===== src/rtl/tlbfl_pkg.sv =====
// Shared types and op codes for the free-list translation buffer.
package tlbfl_pkg;

  typedef enum logic [2:0] {
    OP_LOOKUP_V   = 3'd0,
    OP_LOOKUP_P   = 3'd1,
    OP_ADD        = 3'd2,
    OP_FLUSH_ALL  = 3'd3,
    OP_FLUSH_ONE  = 3'd4,
    OP_FLUSH_RANGE = 3'd5,
    OP_NOP        = 3'd6
  } op_t;

  typedef struct packed {
    op_t         op;
    logic [31:0] virt_addr;
    logic [31:0] phys_addr;
    logic [3:0]  prot;
    logic [31:0] range_end;
  } cmd_t;

  typedef struct packed {
    logic valid;
    cmd_t cmd;
  } qhead_t;

  typedef enum logic {
    BK_MATCH = 1'b0,
    BK_DONE  = 1'b1
  } bk_state_t;

endpackage


===== src/rtl/tlbfl_front.sv =====
// Front end: decodes incoming commands and holds them in a two-deep queue.
module tlbfl_front (
  input  logic                 clk,
  input  logic                 rst_n,
  input  logic                 start,
  output logic                 busy,
  input  logic [2:0]           in_op,
  input  logic [31:0]          in_virt_addr,
  input  logic [31:0]          in_phys_addr,
  input  logic [3:0]           in_prot,
  input  logic [31:0]          in_range_end,
  output tlbfl_pkg::qhead_t    qhead,
  input  logic                 pop
);

  tlbfl_pkg::cmd_t q_r [2];
  logic            wp_r, wp_nxt;
  logic            rp_r, rp_nxt;
  logic [1:0]      cnt_r, cnt_nxt;
  logic            push;
  tlbfl_pkg::cmd_t cmd;
  tlbfl_pkg::op_t  op_dec;

  always_comb begin
    unique case (in_op)
      3'd0:    op_dec = tlbfl_pkg::OP_LOOKUP_V;
      3'd1:    op_dec = tlbfl_pkg::OP_LOOKUP_P;
      3'd2:    op_dec = tlbfl_pkg::OP_ADD;
      3'd3:    op_dec = tlbfl_pkg::OP_FLUSH_ALL;
      3'd4:    op_dec = tlbfl_pkg::OP_FLUSH_ONE;
      3'd5:    op_dec = tlbfl_pkg::OP_FLUSH_RANGE;
      default: op_dec = tlbfl_pkg::OP_NOP;
    endcase
  end

  assign cmd.op        = op_dec;
  assign cmd.virt_addr = in_virt_addr;
  assign cmd.phys_addr = in_phys_addr;
  assign cmd.prot      = in_prot;
  assign cmd.range_end = in_range_end;

  assign busy = (cnt_r == 2'd2);
  assign push = start && !busy;

  assign qhead.valid = (cnt_r != 2'd0);
  assign qhead.cmd   = q_r[rp_r];

  always_comb begin
    wp_nxt  = push ? ~wp_r : wp_r;
    rp_nxt  = pop ? ~rp_r : rp_r;
    cnt_nxt = cnt_r + 2'(push) - 2'(pop);
  end

  always_ff @(posedge clk) begin
    if (!rst_n) begin
      wp_r  <= 1'b0;
      rp_r  <= 1'b0;
      cnt_r <= 2'd0;
    end else begin
      wp_r  <= wp_nxt;
      rp_r  <= rp_nxt;
      cnt_r <= cnt_nxt;
    end
  end

  always_ff @(posedge clk) begin
    if (push) begin
      q_r[wp_r] <= cmd;
    end
  end

endmodule


===== config.mk =====
export PLATFORM = sky130hd
export DESIGN_NAME = tlbfl_front
export DESIGN_NICKNAME = d
export VERILOG_FILES = /design/src/rtl/tlbfl_pkg.sv /design/src/rtl/tlbfl_front.sv
export SDC_FILE = /design/constraint.sdc
export NUM_CORES = 1
export LEC_CHECK = 0
export BUFFER_PORTS_ARGS = -buffer_cell sky130_fd_sc_hd__clkbuf_2
export CAP_MARGIN = 10
export CORE_ASPECT_RATIO = 1.1
export CORE_UTILIZATION = 47
export CTS_CLUSTER_SIZE = 24
export DETAILED_ROUTE_END_ITERATION = 16
export GPL_TIMING_DRIVEN = 0
export MAX_ROUTING_LAYER = met4
export PLACE_DENSITY = 0.75
export SETUP_SLACK_MARGIN = 0.2
export SLEW_MARGIN = 40
export SYNTH_ARGS = -nofsm -noshare
export SYNTH_HDL_FRONTEND = slang
export SYNTH_SLANG_ARGS = --single-unit

===== constraint.sdc =====
create_clock -name clk -period 5.35 [get_ports clk]
set_input_delay 0.535 -clock clk [delete_from_list [all_inputs] [get_ports clk]]
set_output_delay 0.535 -clock clk [all_outputs]
set_load 0.1 [all_outputs]

==> flow_metrics.env <==
export IMPL_synthCells=349
export IMPL_postCtsSetupBuffers=0
export IMPL_cts_hold_buffers_added=0
export IMPL_hold_class="primary input to flop"
export IMPL_final_area_mm2=0.00981
export IMPL_fin_util_pct=61.9
export IMPL_die_width_um=124
export IMPL_hold_violations=0
export IMPL_routed_wl_mm=14.1
export IMPL_grt_use_total_pct=16.7
export IMPL_remaining_drc_errors=0
export IMPL_max_vdd_ir_drop_uv=361
export IMPL_combinationalPowerShare_pct=29.7
export IMPL_timing_final_crit_share_pct=48.8
export IMPL_dieArea_mm2=0.0169
export IMPL_clk_path_buf_depth=3
export IMPL_core_area_mm2=0.0159
export IMPL_internal_power_w=0.00306
export IMPL_h_tree_depth=1
export IMPL_ys_seq_area_share_pct=81.7
export IMPL_ctsResizeCount=0
export IMPL_cp_slowest_stage_delay_ns=0.39
export IMPL_run_status="finished clean"
export IMPL_cts_made_buffers=21
export IMPL_synth_cell_types=20
export IMPL_cts_sinks=211
export IMPL_dp_hpwl_mm=9.70
export IMPL_seqPwrFrac_pct=42.5
export IMPL_p_clk_share_pct=27.8
export IMPL_viasPerCell=5.00
export IMPL_syn_avg_cell_area_um2=22.0
export IMPL_path_clk_slew_ns=0.06
export IMPL_critPathCaptureType="primary output"
export IMPL_insertedDiodeCount=0
export IMPL_fmax_mhz=383
export IMPL_tns_ns=0
export IMPL_critical_path_cell_chain="buf_4, buf_6, mux2_2, clkbuf_2"
export IMPL_syn_cell_area_mm2=0.00769
export IMPL_p_leak_nw=3.75
export IMPL_power_switching_share_pct=36.6
export IMPL_grt_pass1_wl_mm=20.8
export IMPL_clock_latency_ns=0.48
export IMPL_gp_congestion=0.701
export IMPL_detail_route_iter0_violations=193
export IMPL_multi_input_area_mm2=0.00130
export IMPL_setup_viol=0
export IMPL_antenna_found_initial=0
export IMPL_regArea_mm2=0.00629
export IMPL_drive_gt1_share_pct=60.2
export IMPL_tightest_slew_ns=0.572
export IMPL_grt_max_degree=42
export IMPL_path_class="flop to primary output"
export IMPL_maxSlewViolCount=0
export IMPL_crit_slowest_cell="dfxtp_1"
export IMPL_post_route_min_period_ns=2.61
export IMPL_initial_core_util_pct=48.5
export IMPL_row_count=48
export IMPL_synth_nets=458
export IMPL_numPortBuffers=211
export IMPL_dpl_cell_area_mm2=0.00918
export IMPL_max_cap_violations=0
export IMPL_tritoncts="yes"
export IMPL_cp_start_kind="flop"
export IMPL_r2r_cells=6
export IMPL_firstDrtPassIters=4
export IMPL_slew_headroom_pct=62.0
export IMPL_ant_nets=0
export IMPL_grt_pass1_vias=4246
export IMPL_crit_required_ns=4.82
export IMPL_num_nets_final=700
export IMPL_setup_slack_ns=2.74
export IMPL_power_switching_w=0.00177
export IMPL_io_pins=212
export IMPL_fillCellCount=1159
export IMPL_gr_total_overflow=0
export IMPL_whs_path_depth=1
export IMPL_root_buffer="clkbuf_16"
export IMPL_die_h_um=136
export IMPL_arrival_ns=2.08
export IMPL_cp_max_fo=10
export IMPL_vias=4027
export IMPL_rsz0062_at_grt="false"
export IMPL_wl_per_cell_um=17.5
export IMPL_worst_clock_skew_ns=0.00909
export IMPL_yosysWarnings=0
export IMPL_power_density_mw_per_mm2=493
export IMPL_synthToLayoutAreaGrowth_pct=27.5
export IMPL_pre_cts_ws_ns=3.19
export IMPL_synth_ff_latch_count=211
cells in the final DEF, fill, tap and decap left out:
master / synthesis / routed
nor2_1: 4 / 3
inv_1: 3 / 3
edfxtp_1: 206 / 206
ha_1: 2 / 2
and3_4: 0 / 1
nand2_1: 2 / 2
xnor2_1: 1 / 1
clkinv_2: 0 / 1
nand2b_1: 2 / 2
clkbuf_2: 0 / 211
dfxtp_1: 5 / 5
nor2_4: 0 / 1
buf_8: 0 / 3
buf_16: 0 / 3
mux2_2: 103 / 103
clkbuf_16: 0 / 21
clkbuf_1: 2 / 11
and2_1: 2 / 2
mux2i_1: 1 / 1
nor3_1: 1 / 1
xor2_1: 1 / 1
inv_8: 0 / 1
clkinvlp_4: 0 / 2
buf_4: 1 / 1
buf_2: 3 / 3
buf_12: 0 / 2
buf_6: 7 / 7
or2_2: 1 / 1
clkbuf_8: 0 / 3
a21boi_0: 1 / 1
power by group through the flow:
| stage | combinational (W) | sequential, W | clock (W) |
|---|---|---|---|
| 2_1_floorplan | 0.00118 | 0.00209 | 0 |
| 3_3_place_gp | 0.00137 | 0.00211 | 0 |
| 3_5_place_dp | 0.00144 | 0.00209 | 0 |
| 4_1_cts | 0.00145 | 0.00206 | 0.00137 |
| 5_1_grt | 0.00149 | 0.00207 | 0.00143 |
| 6_report | 0.00144 | 0.00205 | 0.00134 |
critical path: cells and delay by family, from the launching register on:
kind                   cells  cell delay [ns]
flip-flops                 1             0.39
multiplexers               1             0.36
buffers and inverters      3             0.85
layer usage:
metal  track usage, %  part of all wire (%)
met5                -                     0
met2             29.2                    52
met1             18.0                    38
met4             6.22                   2.2
met3             4.49                   7.8
per-stage QoR:
step                      hold WS [ns]  power [W]  cells
after global placement           0.476    0.00348    760
after detailed placement         0.502    0.00353    768
after floorplan                  0.466    0.00327    349
final                            0.240    0.00483    805
after CTS                        0.219    0.00488    805
after global routing             0.217    0.00499    805
area by class of cell:
cell class / instances / share of cell area (%)
Buffer: 13 / 1.11
Clock buffer: 33 / 6.12
Clock inverter: 4 / 0.319
Inverter: 3 / 0.115
Multi-Input combinational cell: 122 / 13.2
Sequential cell: 211 / 64.1
Tap cell: 200 / 2.55
Timing Repair Buffer: 219 / 12.5
cells in the mapped netlist (all sizes together):
| cell type | instances | area, µm² |
|---|---|---|
| edfxtp | 206 | 6190 |
| mux2 | 103 | 1160 |
| buf | 11 | 101 |
| dfxtp | 5 | 100 |
| nor2 | 4 | 15.0 |
| inv | 3 | 11.3 |
| and2 | 2 | 12.5 |
| clkbuf | 2 | 7.51 |
| ha | 2 | 25.0 |
| nand2 | 2 | 7.51 |
| nand2b | 2 | 12.5 |
| a21boi | 1 | 7.51 |
| and3 | 1 | 6.26 |
| mux2i | 1 | 10.0 |
| nor3 | 1 | 5.00 |
| or2 | 1 | 6.26 |
| xnor2 | 1 | 8.76 |
| xor2 | 1 | 8.76 |
sequential cells by signal, summed over array words and instances, names as in the netlist, named ones only:
| register | flops |
|---|---|
| rp_r | 1 |
| q_r | 206 |
| wp_r | 1 |
| cnt_r | 2 |
path summary, 6_finish.rpt:
check	startpoint	slack, ns	endpoint
worst max-delay path	flop	2.74	qhead[99]
worst min register to register	rp_r	0.53	flop
worst max register to register	cnt_r[0]	3.37	q_r[0][75]
worst min-delay path	in_phys_addr[23]	0.24	q_r[0][59]
kinds of logic (layout without fill, tap and decap cells):
family / Yosys count / count (layout) / synth area share (%)
flip-flops: 211 / 211 / 81.7
multiplexers: 104 / 104 / 15.2
buffers and inverters: 16 / 272 / 1.56
AND/OR/NAND/NOR: 13 / 13 / 0.846
adder cells (fa/ha/maj): 2 / 2 / 0.325
XOR/XNOR: 2 / 2 / 0.228
AO/OA/AOI/OAI: 1 / 1 / 0.0976
(Power assumes the default switching activity.)
